### config.mk
export PLATFORM = sky130hd
export DESIGN_NAME = sha1_message_digest_flat
export DESIGN_NICKNAME = d
export VERILOG_FILES = /design/src/sv/sha1_pkg.sv /design/src/sv/sha1_stream_if.sv /design/src/sv/sha1_message_digest.sv /design/src/flat_wrapper.sv
export SDC_FILE = /design/constraint.sdc
export NUM_CORES = 2
export LEC_CHECK = 0
export ABC_AREA = 1
export BUFFER_PORTS_ARGS = -buffer_cell sky130_fd_sc_hd__buf_4
export CORE_ASPECT_RATIO = 0.5
export CORE_UTILIZATION = 58
export DETAILED_ROUTE_END_ITERATION = 12
export GPL_TIMING_DRIVEN = 0
export HOLD_SLACK_MARGIN = 0.03
export PLACE_DENSITY = 0.74
export SKIP_LAST_GASP = 1
export SYNTH_ARGS = -nofsm -noshare
export SYNTH_HDL_FRONTEND = slang
export SYNTH_SLANG_ARGS = --single-unit
### constraint.sdc
create_clock -name i_clk -period 22.8 [get_ports i_clk]
set_input_delay 1.14 -clock i_clk [delete_from_list [all_inputs] [get_ports i_clk]]
set_output_delay 1.14 -clock i_clk [all_outputs]
set_load 0.01 [all_outputs]
### src/sv/sha1_pkg.sv
// Shared types and constants for the SHA-1 message digest block.
// No dependencies; the top level and the testbench import this package.
package sha1_pkg;

    localparam int unsigned DIGEST_WORDS = 5;
    localparam int unsigned WINDOW_WORDS = 16;
    localparam int unsigned ROUNDS = 80;
    localparam int unsigned BLOCK_BYTES = 64;
    localparam int unsigned LEN_POS = 56;

    localparam logic [7:0] PAD_BYTE = 8'h80;

    localparam logic [31:0] K0 = 32'h5A827999;
    localparam logic [31:0] K1 = 32'h6ED9EBA1;
    localparam logic [31:0] K2 = 32'h8F1BBCDC;
    localparam logic [31:0] K3 = 32'hCA62C1D6;

    localparam logic [31:0] H_INIT [DIGEST_WORDS] = '{
        32'h67452301, 32'hEFCDAB89, 32'h98BADCFE, 32'h10325476, 32'hC3D2E1F0
    };

    typedef struct packed {
        logic [7:0] data_byte;
        logic       has_byte;
        logic       last;
    } t_in_word;

    typedef struct packed {
        logic [2:0]  word_index;
        logic [31:0] digest_word;
        logic        last_word;
    } t_out_word;

endpackage

### src/sv/sha1_stream_if.sv
// Valid/ready channel that carries one word of the given payload type.
// Depends on nothing; the payload types come from sha1_pkg.
interface sha1_stream_if #(
    parameter type t_word = logic [7:0]
);
    logic  valid;
    logic  ready;
    t_word data;

    modport source (output valid, output data, input ready);
    modport sink (input valid, input data, output ready);
endinterface

### src/sv/sha1_message_digest.sv
// SHA-1 message digest: byte-wide input, five 32-bit digest words out.
// Depends on sha1_pkg and on sha1_stream_if for both channels.

// Each input word, with or without a byte, is taken while the block is idle. The
// 64th byte of a block stalls the input for the 80 rounds through one shared round
// adder, one per cycle, and an add step that adds the round result into the chain
// value. A word with last set starts the padding, which shifts one pad or length
// byte per cycle into the block until it is full (with an extra block when 56 or
// more bytes were already in the block), each full block again going through the
// rounds and the add step. The five digest words then leave one per
// accepted output word, after which a new message may start.
module sha1_message_digest
    import sha1_pkg::*;
(
    input  logic          i_clk,
    input  logic          i_rst_n,
    sha1_stream_if.sink   i_in,
    sha1_stream_if.source o_out
);

    typedef enum logic [2:0] {
        S_IDLE,
        S_PAD,
        S_ROUND,
        S_ADD,
        S_OUT
    } t_state;

    t_state       r_state;
    logic [31:0]  r_h [DIGEST_WORDS];
    logic [31:0]  r_v [DIGEST_WORDS];
    logic [31:0]  r_w [WINDOW_WORDS];
    logic [60:0]  r_msg;
    logic [5:0]   r_fill;
    logic [6:0]   r_t;
    logic [63:0]  r_len;
    logic [2:0]   r_oi;
    logic         r_fin;
    logic         r_pad_first;
    logic         r_len_ok;
    logic         r_pad_done;

    logic         n_in_acc;
    logic         n_out_acc;
    logic [7:0]   n_pad_byte;
    logic [31:0]  n_wsel;
    logic [31:0]  n_wx;
    logic [31:0]  n_f;
    logic [31:0]  n_k;
    logic [31:0]  n_tmp;

    assign n_in_acc  = i_in.valid && i_in.ready;
    assign n_out_acc = o_out.valid && o_out.ready;

    assign i_in.ready = (r_state == S_IDLE);
    assign o_out.valid = (r_state == S_OUT);
    assign o_out.data.word_index = r_oi;
    assign o_out.data.digest_word = r_h[0];
    assign o_out.data.last_word = (r_oi == 3'(DIGEST_WORDS - 1));

    always_comb begin
        if (r_pad_first) begin
            n_pad_byte = PAD_BYTE;
        end else if (r_len_ok && (r_fill >= 6'(LEN_POS))) begin
            n_pad_byte = r_len[63:56];
        end else begin
            n_pad_byte = 8'h00;
        end
    end

    always_comb begin
        n_wx = r_w[13] ^ r_w[8] ^ r_w[2] ^ r_w[0];
        if (r_t < 7'd16) begin
            n_wsel = r_w[0];
        end else begin
            n_wsel = {n_wx[30:0], n_wx[31]};
        end
        if (r_t < 7'd20) begin
            n_f = (r_v[1] & r_v[2]) | (~r_v[1] & r_v[3]);
            n_k = K0;
        end else if (r_t < 7'd40) begin
            n_f = r_v[1] ^ r_v[2] ^ r_v[3];
            n_k = K1;
        end else if (r_t < 7'd60) begin
            n_f = (r_v[1] & r_v[2]) | (r_v[1] & r_v[3]) | (r_v[2] & r_v[3]);
            n_k = K2;
        end else begin
            n_f = r_v[1] ^ r_v[2] ^ r_v[3];
            n_k = K3;
        end
        n_tmp = {r_v[0][26:0], r_v[0][31:27]} + n_f + r_v[4] + n_k + n_wsel;
    end

    always_ff @(posedge i_clk) begin
        if (!i_rst_n) begin
            r_state     <= S_IDLE;
            r_h         <= H_INIT;
            r_msg       <= '0;
            r_fill      <= '0;
            r_t         <= '0;
            r_oi        <= '0;
            r_fin       <= 1'b0;
            r_pad_first <= 1'b0;
            r_len_ok    <= 1'b0;
            r_pad_done  <= 1'b0;
        end else begin
            case (r_state)
                S_IDLE: begin
                    if (n_in_acc) begin
                        if (i_in.data.has_byte) begin
                            for (int i = 0; i < WINDOW_WORDS - 1; i++) begin
                                r_w[i] <= {r_w[i][23:0], r_w[i + 1][31:24]};
                            end
                            r_w[WINDOW_WORDS - 1] <= {r_w[WINDOW_WORDS - 1][23:0],
                                                      i_in.data.data_byte};
                            r_msg  <= r_msg + 61'd1;
                            r_fill <= r_fill + 6'd1;
                        end
                        if (i_in.data.last) begin
                            r_fin       <= 1'b1;
                            r_pad_first <= 1'b1;
                            r_len_ok    <= 1'b0;
                            r_pad_done  <= 1'b0;
                        end
                        if (i_in.data.has_byte && (r_fill == 6'(BLOCK_BYTES - 1))) begin
                            r_v     <= r_h;
                            r_t     <= '0;
                            r_state <= S_ROUND;
                        end else if (i_in.data.last) begin
                            r_state <= S_PAD;
                        end
                    end
                end
                S_PAD: begin
                    for (int i = 0; i < WINDOW_WORDS - 1; i++) begin
                        r_w[i] <= {r_w[i][23:0], r_w[i + 1][31:24]};
                    end
                    r_w[WINDOW_WORDS - 1] <= {r_w[WINDOW_WORDS - 1][23:0], n_pad_byte};
                    r_fill <= r_fill + 6'd1;
                    if (r_pad_first) begin
                        r_pad_first <= 1'b0;
                        r_len       <= {r_msg, 3'b000};
                        r_len_ok    <= (r_fill < 6'(LEN_POS));
                    end else if (r_len_ok && (r_fill >= 6'(LEN_POS))) begin
                        r_len <= {r_len[55:0], 8'h00};
                    end
                    if (r_fill == 6'(BLOCK_BYTES - 1)) begin
                        r_pad_done <= r_len_ok && !r_pad_first;
                        r_v        <= r_h;
                        r_t        <= '0;
                        r_state    <= S_ROUND;
                    end
                end
                S_ROUND: begin
                    r_v[0] <= n_tmp;
                    r_v[1] <= r_v[0];
                    r_v[2] <= {r_v[1][1:0], r_v[1][31:2]};
                    r_v[3] <= r_v[2];
                    r_v[4] <= r_v[3];
                    for (int i = 0; i < WINDOW_WORDS - 1; i++) begin
                        r_w[i] <= r_w[i + 1];
                    end
                    r_w[WINDOW_WORDS - 1] <= n_wsel;
                    r_t <= r_t + 7'd1;
                    if (r_t == 7'(ROUNDS - 1)) begin
                        r_state <= S_ADD;
                    end
                end
                S_ADD: begin
                    for (int i = 0; i < DIGEST_WORDS; i++) begin
                        r_h[i] <= r_h[i] + r_v[i];
                    end
                    if (!r_fin) begin
                        r_state <= S_IDLE;
                    end else if (r_pad_done) begin
                        r_oi    <= '0;
                        r_state <= S_OUT;
                    end else begin
                        r_len_ok <= 1'b1;
                        r_state  <= S_PAD;
                    end
                end
                S_OUT: begin
                    if (n_out_acc) begin
                        r_oi <= r_oi + 3'd1;
                        if (r_oi == 3'(DIGEST_WORDS - 1)) begin
                            r_h        <= H_INIT;
                            r_msg      <= '0;
                            r_fill     <= '0;
                            r_fin      <= 1'b0;
                            r_pad_done <= 1'b0;
                            r_state    <= S_IDLE;
                        end else begin
                            for (int i = 0; i < DIGEST_WORDS - 1; i++) begin
                                r_h[i] <= r_h[i + 1];
                            end
                        end
                    end
                end
                default: begin
                    r_state <= S_IDLE;
                end
            endcase
        end
    end

endmodule

### src/flat_wrapper.sv
// flat-port wrapper written by rule: the top's interface ports become plain ports
module sha1_message_digest_flat import sha1_pkg::*;
  (i_clk, i_rst_n, i_in_valid, i_in_data, i_in_ready, o_out_valid, o_out_data, o_out_ready);
  sha1_stream_if #(.t_word(t_in_word)) i_in_i ();
  sha1_stream_if #(.t_word(t_out_word)) o_out_i ();
  input  logic i_clk;
  input  logic i_rst_n;
  input wire logic [$bits(i_in_i.valid)-1:0] i_in_valid;
  input wire logic [$bits(i_in_i.data)-1:0] i_in_data;
  output wire logic [$bits(i_in_i.ready)-1:0] i_in_ready;
  output wire logic [$bits(o_out_i.valid)-1:0] o_out_valid;
  output wire logic [$bits(o_out_i.data)-1:0] o_out_data;
  input wire logic [$bits(o_out_i.ready)-1:0] o_out_ready;
  assign i_in_i.valid = i_in_valid;
  assign i_in_i.data = i_in_data;
  assign i_in_ready = i_in_i.ready;
  assign o_out_valid = o_out_i.valid;
  assign o_out_data = o_out_i.data;
  assign o_out_i.ready = o_out_ready;
  sha1_message_digest u_core (.i_clk(i_clk), .i_rst_n(i_rst_n), .i_in(i_in_i), .o_out(o_out_i));
endmodule
# Word-level counts from Yosys, hierarchy flattened
# Memories as Yosys holds them, arrays and structs flattened.
# Index checks and enable logic that the tools add are counted.
[totals]
elab_cells = 236
mem_bits_rw = 512
in_bits = 14
reg_bits = 465
out_inout_bits = 38
memories = 1
[classes]
magnitude_cmp = 6
n_mux = 104
n_reduce_logical = 27
addsub = 13
n_eq_ne = 20
n_bitwise = 45
[mem_list]
columns = ["name", "words", "word_bits", "rd", "rd_clocked_by_memory_dff", "wr", "line", "rtl"]
rows = [
  ["u_core.r_w", 16, 32, 16, 0, 16, "sha1_message_digest.sv:32", "logic [31:0] r_w [WINDOW_WORDS];"],
]
[op_table]
columns = ["operator", "count"]
rows = [
  ["32-bit 2-to-1 mux", 39],
  ["160-bit 2-to-1 mux", 4],
  ["160-bit case mux with 3 select lines", 1],
  ["160-bit case mux with 2 select lines", 1],
  ["32-bit adder", 9],
  ["61-bit 2-to-1 mux", 4],
  ["32-bit XOR", 5],
  ["32-bit AND", 4],
  ["128-bit 2-to-1 mux", 1],
  ["64-bit 2-to-1 mux", 2],
  ["61-bit case mux with 2 select lines", 1],
  ["32-bit OR", 3],
  ["61-bit by 1-bit adder with 61-bit output, second input constant", 1],
  ["3-bit 2-to-1 mux", 12],
  ["32-bit inverter", 1],
  ["1-bit OR", 32],
  ["31-bit 2-to-1 mux", 1],
  ["6-bit 2-to-1 mux", 4],
  ["1-bit 2-to-1 mux", 21],
  ["7-bit 2-to-1 mux", 3],
  ["7-bit case mux with 3 select lines", 1],
  ["5-bit AND reduction", 4],
  ["6-bit case mux with 3 select lines", 1],
  ["6-bit AND reduction", 3],
  ["other kinds (28)", 57],
]

# Depth between registers and ports, before layout
[depth]
ltp_word = 11
ltp_mapped = 27
mapped_depth_nobuf = 26

# Least setup slack after synthesis
# Ideal clock, no wire load.
[synth_path]
path_kind = "input to register"
from = "input i_rst_n"
to = "register u_core.r_v[0] (netlist name), enable pin"
t_arrival_ps = 8318
stages = 4
setup_ps = 682
required_ps = 22118
slack_ps = 13800
path_buffers = 2
path_cell_list = "clkbuf_1 -> inv_2 -> clkbuf_1 -> nor2_1"
[synth_via]
elab_chain_cells = 1
[synth_lines]
columns = ["element", "line", "rtl"]
rows = [
  ["from (decl)", "flat_wrapper.sv:7", "input logic i_rst_n;"],
  ["5-bit AND reduction (no line)", "n/a", ""],
  ["to (signal assigned)", "sha1_message_digest.sv:126", "r_v <= r_h;"],
  ["to (signal assigned)", "sha1_message_digest.sv:149", "r_v <= r_h;"],
  ["to (decl)", "sha1_message_digest.sv:31", "logic [31:0] r_v [DIGEST_WORDS];"],
]
# No other way between the ends.
# A chain may end at the register's enable or synchronous reset.

# Final worst setup path
[layout_path]
from = "register u_core.r_t[4]"
to = "register u_core.r_v[153] (netlist name) (data pin)"
[layout_via]
elab_chain_cells = 9
word_cells_on_any_way = 16
classes_between = "4 x add/sub; 4 x order compare; 8 x mux"
[layout_lines]
columns = ["element", "line", "rtl"]
rows = [
  ["from (decl)", "sha1_message_digest.sv:35", "logic [6:0] r_t;"],
  ["from (signal assigned)", "sha1_message_digest.sv:164", "r_t <= r_t + 7'd1;"],
  ["7-bit by 6-bit < comparator with 1-bit output", "sha1_message_digest.sv:84", "end else if (r_t < 7'd60) begin"],
  ["32-bit 2-to-1 mux", "sha1_message_digest.sv:84", ""],
  ["32-bit 2-to-1 mux", "sha1_message_digest.sv:81", "end else if (r_t < 7'd40) begin"],
  ["32-bit 2-to-1 mux", "sha1_message_digest.sv:78", "if (r_t < 7'd20) begin"],
  ["32-bit adder (3 in a row)", "sha1_message_digest.sv:91", "n_tmp = {r_v[0][26:0], r_v[0][31:27]} + n_f + r_v[4] + n_k + n_wsel;"],
  ["32-bit adder (*)", "sha1_message_digest.sv:91", ""],
  ["160-bit case mux with 3 select lines (*)", "sha1_message_digest.sv:107", "case (r_state)"],
]
# Every way passes the cells marked *; elsewhere a longest branch is shown, timed or not.

==> impl_summary.md <==
Placement
The post-placement cell count is ~9000. The HPWL after detailed placement is 192000 um. The last weighted congestion value of the routability-driven placer is roughly 1.1. Port buffering added 50 buffers.

Power
Cell internal power was estimated by the tool at 4.39 mW. The share of total power dissipated in combinational logic is 0.428. The cell leakage power is ~28 nW. For this design the total switching power over the nets is 3.46 mW. The maximum resistive drop on vdd is 91.8 uV.

The share of total power dissipated in sequential elements is 0.370. The total power consumption of the routed design is ~7.9 mW. Of the total power, the share spent switching nets is 0.441. The power per unit of standard cell area is ~120 nW/um^2. The share of total power in the clock network is 0.202.

Clock tree
Clock latency on the worst-skew pair, taken at its later pin, is between 700 and 800 ps. The H-tree level count is 3. The total number of clock tree sinks is 977. The CTS buffer count is between 80 and 90. The tree is rooted in a clkbuf_16.

Once the clock tree was built, the setup fixing pass inserted 0 buffers. The maximum clock path buffer count is 3. TritonCTS built the clock tree. The number of hold buffers added after CTS was 0. The clock transition at the registers of the reported paths is about 70 ps. The number of gates resized after CTS was 0.

Critical path
The most numerous cell type found on the critical path is inv_1. The worst reg-to-reg setup slack is around 16000 ps. Of all nets on the critical path, the largest fanout is 10.

STA puts the critical path data arrival time at between 7000 and 8000 ps. The endpoint identified for the worst register-to-register timing path is u_core.r_v[153]. The type of element launching the critical path is a flop.

STA classifies the critical path endpoint as a flop. The startpoint identified for the worst register-to-register timing path is u_core.r_t[4]. The required time of the critical path is ~23000 ps. The critical path is of the flop to flop type. The maximum cell stage delay along the critical path is 650 ps. The depth of the most critical reg-to-reg path is 21. Traced cell by cell, the critical path runs through nand2_1 -> nand3_1 -> nand2_2 -> nand2_1 -> clkbuf_1 -> o221ai_1 -> fa_1 -> inv_1 -> fa_1 -> inv_1 -> fa_1 -> inv_1 -> ha_1 -> inv_1 -> o31ai_1 -> a21oi_1 -> or2_2 -> nand3_1 -> nand2_1 -> nand3_1 -> o21ai_0. The slowest cell on the critical path is o31ai_1.

Logic synthesis
The sequential cell area fraction in the yosys report is 0.448. Counting flops and latches in the post-synthesis netlist gives between 900 and 1000. The share of the synthesized area in the top cell type is 0.367.

The Yosys step of the flow raised 0 warnings. The synthesized design contains 733 enable-type register cells. The most instantiated flip-flop cell in the synthesis netlist is edfxtp_1.

The number of distinct library cell variants in the gate-level netlist after synthesis is 53. The async set-reset flop share out of synthesis is 0. Each instance of the synthesized netlist takes up on average 7.93 sq um. Sorting the synthesized cells by area gives the leading types as edfxtp_1 (37%), nand2_1 (16%), dfxtp_1 (8.1%). The cell type contributing the most total cell area after synthesis is edfxtp_1. The post-synthesis instance total is between 7000 and 8000. The number of nets in the synthesized netlist is 7940. Summing every instance area after synthesis gives about 60000 sq um.

Timing
The total setup violations reported at the end of the flow is 0. The headroom to the max-slew limit is -0.0539. Adding up every negative setup slack in the final design gives 0 ps. The count of endpoints failing hold in the final timing report is 0.

The final number of max-transition violations came to 33. Setup repair after global routing left no endpoint under its margin. The achievable clock frequency is ~0.14 GHz.

Subtracting the final worst setup slack from the clock period gives 7110 ps. Dividing the final minimum period by the clock period gives 0.312. For the final database, setup skew stands at between 60 and 70 ps. At the pin with the least slew margin, the transition time is ~1600 ps.

Drt
The total number of vias is 57260. The remaining design rule violation count is 0. Dividing the detail-routed wire length by the instance count gives ~27 um.

The total routed wirelength is about 240000 um. The first detailed-routing pass took 10 iterations. The remaining number of nets flagged by the antenna check after routing is 0.

The detail-routed via count per cell is around 6.2. The detailed router's first-iteration violation count is between 9000 and 10000.

Cells and area
The fraction of final layout cells sized beyond drive strength 1 is 0.0506. In the layout the commonest cells are nand2_1 (2579), inv_1 (820), edfxtp_1 (733). The area of all sequential standard cells is between 20000 and 30000 sq um. The count of cells in the finished layout, fillers not included, comes to slightly above 9000. In the final layout, the multi-input gates occupy roughly 29000 sq um. The fraction of the core area covered by cells at the end of the flow is 0.638. The final net count is roughly 8100. The library cell used most frequently in the layout, excluding fill and tap cells, is nand2_1. The number of filler instances in the final layout is slightly below 9000. From synthesis to final layout, the design area changed by 9.06%.

GRT
The total congestion overflow after global routing is 0. The via count of the first global-routing pass is ~51000. Entering global routing, the biggest net connects 73 pins. The aggregate global-route resource usage is 0.456. The initial antenna violation count is 19.

The wire length of the first global-routing pass is around 350000 um.

Flow run
Max-cap violations in this run came to 5.

Floorplan
Row generation in the floorplan step produced 83 rows. The height of the die is between 200 and 250 um. The horizontal extent of the die is between 400 and 500 um.

The floorplan step defined a core boundary enclosing 103000 sq um. The die area is 105000 sq um. The initial utilization of the core area, before any placement, comes to 0.585. 52 I/O pins were placed.

Outcome
The flow ran to the end, but the final reports show violations. The final reports fail on max-capacitance violations, max-slew violations.

Min path
The worst hold path class is flop to flop. The endpoint with the worst hold slack is u_core.r_msg[17]. The cell depth of the worst hold path is 2.

In this run the most critical hold path is launched from u_core.r_msg[17].
[critical path: cells and delay by family (launching register included)]
kind,cells,cell delay (ps)
adder cells (fa/ha/maj),4,2010
buffers and inverters,5,840
AO/OA/AOI/OAI,4,1500
AND/OR/NAND/NOR,8,1940
flip-flops,1,460
[Yosys cell counts (2+ instances only)]
cell	count
xnor2_1	110
o21ai_1	16
inv_2	7
clkinv_1	3
nor2_1	424
or2_2	34
edfxtp_1	733
buf_1	10
buf_4	33
o22ai_1	17
nand4_1	84
nand2b_1	4
nor3_1	91
nand2_4	3
o31ai_1	2
a211oi_1	8
nand3_1	352
inv_1	820
a21boi_0	19
dfxtp_1	244
o21a_1	13
o221ai_1	28
nor4_1	10
nor2_4	3
o211ai_1	20
nor3b_1	3
xor2_1	60
nand2_1	2582
and3_1	6
nor2_2	5
o21ai_0	672
a21o_1	20
nand3b_1	19
nor3_2	2
ha_1	226
o21bai_1	56
a21oi_1	394
clkbuf_1	171
fa_1	124
a22oi_1	3
a31oi_1	39
buf_2	92
nand2_2	4
[cells by family (layout without fill, tap and decap cells)]
group	Yosys count	after routing	synth area share
compound gates	1311	1311	0.118
xor+xnor	170	170	0.0248
fa+ha+maj	350	350	0.0884
buf+inv	1137	1365	0.0752
flops	977	977	0.448
other cells	0	9	0
simple gates	3631	3631	0.245
[per-stage QoR]
step | area, sq um | hold slack (ps) | setup slack [ps]
2_1_floorplan | 60000 | 452 | 13800
4_1_cts | 65400 | 483 | 15830
3_3_place_gp | 62100 | 466 | 9250
3_5_place_dp | 62500 | 472 | 15900
5_1_grt | 65500 | 516 | 15480
6_report | 65500 | 487 | 15690
[area by class of cell]
type | instances | area share
diodes | 9 | 0.000344
plain buffers | 307 | 0.0215
clock buffers | 107 | 0.0349
clock inverters | 56 | 0.0105
inverters | 830 | 0.0476
multi-input cells | 5462 | 0.438
flip-flops and latches | 977 | 0.411
well taps | 1360 | 0.0260
repair buffers | 65 | 0.0107
[power by group through the flow]
stage	Combinational, mW	Sequential (mW)	Clock (mW)
2_1_floorplan	2.18	2.81	0
3_3_place_gp	3.12	3.04	0
3_5_place_dp	3.20	2.89	0
4_1_cts	3.23	2.86	1.57
5_1_grt	3.66	2.90	1.64
6_report	3.36	2.90	1.59
[worst max path at each step]
| stage | to | from | depth (start not counted) | slack, ps |
|---|---|---|---|---|
| detailed placement | u_core.r_v[153] | u_core.r_t[4] | 20 | 15900 |
| CTS | u_core.r_v[153] | u_core.r_t[4] | 20 | 15830 |
| global route | u_core.r_v[153] | u_core.r_t[4] | 21 | 15480 |
| global placement | u_core.r_v[154] | i_rst_n | 4 | 9250 |
| finish | u_core.r_v[153] | u_core.r_t[4] | 21 | 15690 |
| floorplan | u_core.r_v[0] | i_rst_n | 4 | 13800 |
[per-layer routing]
metal  track usage  wire length [um]
met1         0.628             93800
met2         0.625             95200
met3         0.180             40100
met4         0.210             14500
met5       0.00995               243
[registers in the layout, summed over array words and instances, names as in the netlist]
name,count
u_core.r_w,512
u_core.r_v,160
u_core.r_h,128
u_core.r_len,61
u_core.r_msg,61
u_core.o_out.data,32
u_core.r_t,7
u_core.r_fill,6
u_core.r_oi,3
u_core.r_state,3
u_core.r_fin,1
u_core.r_len_ok,1
u_core.r_pad_done,1
u_core.r_pad_first,1
No activity file was read; power rests on OpenSTA's default activity.
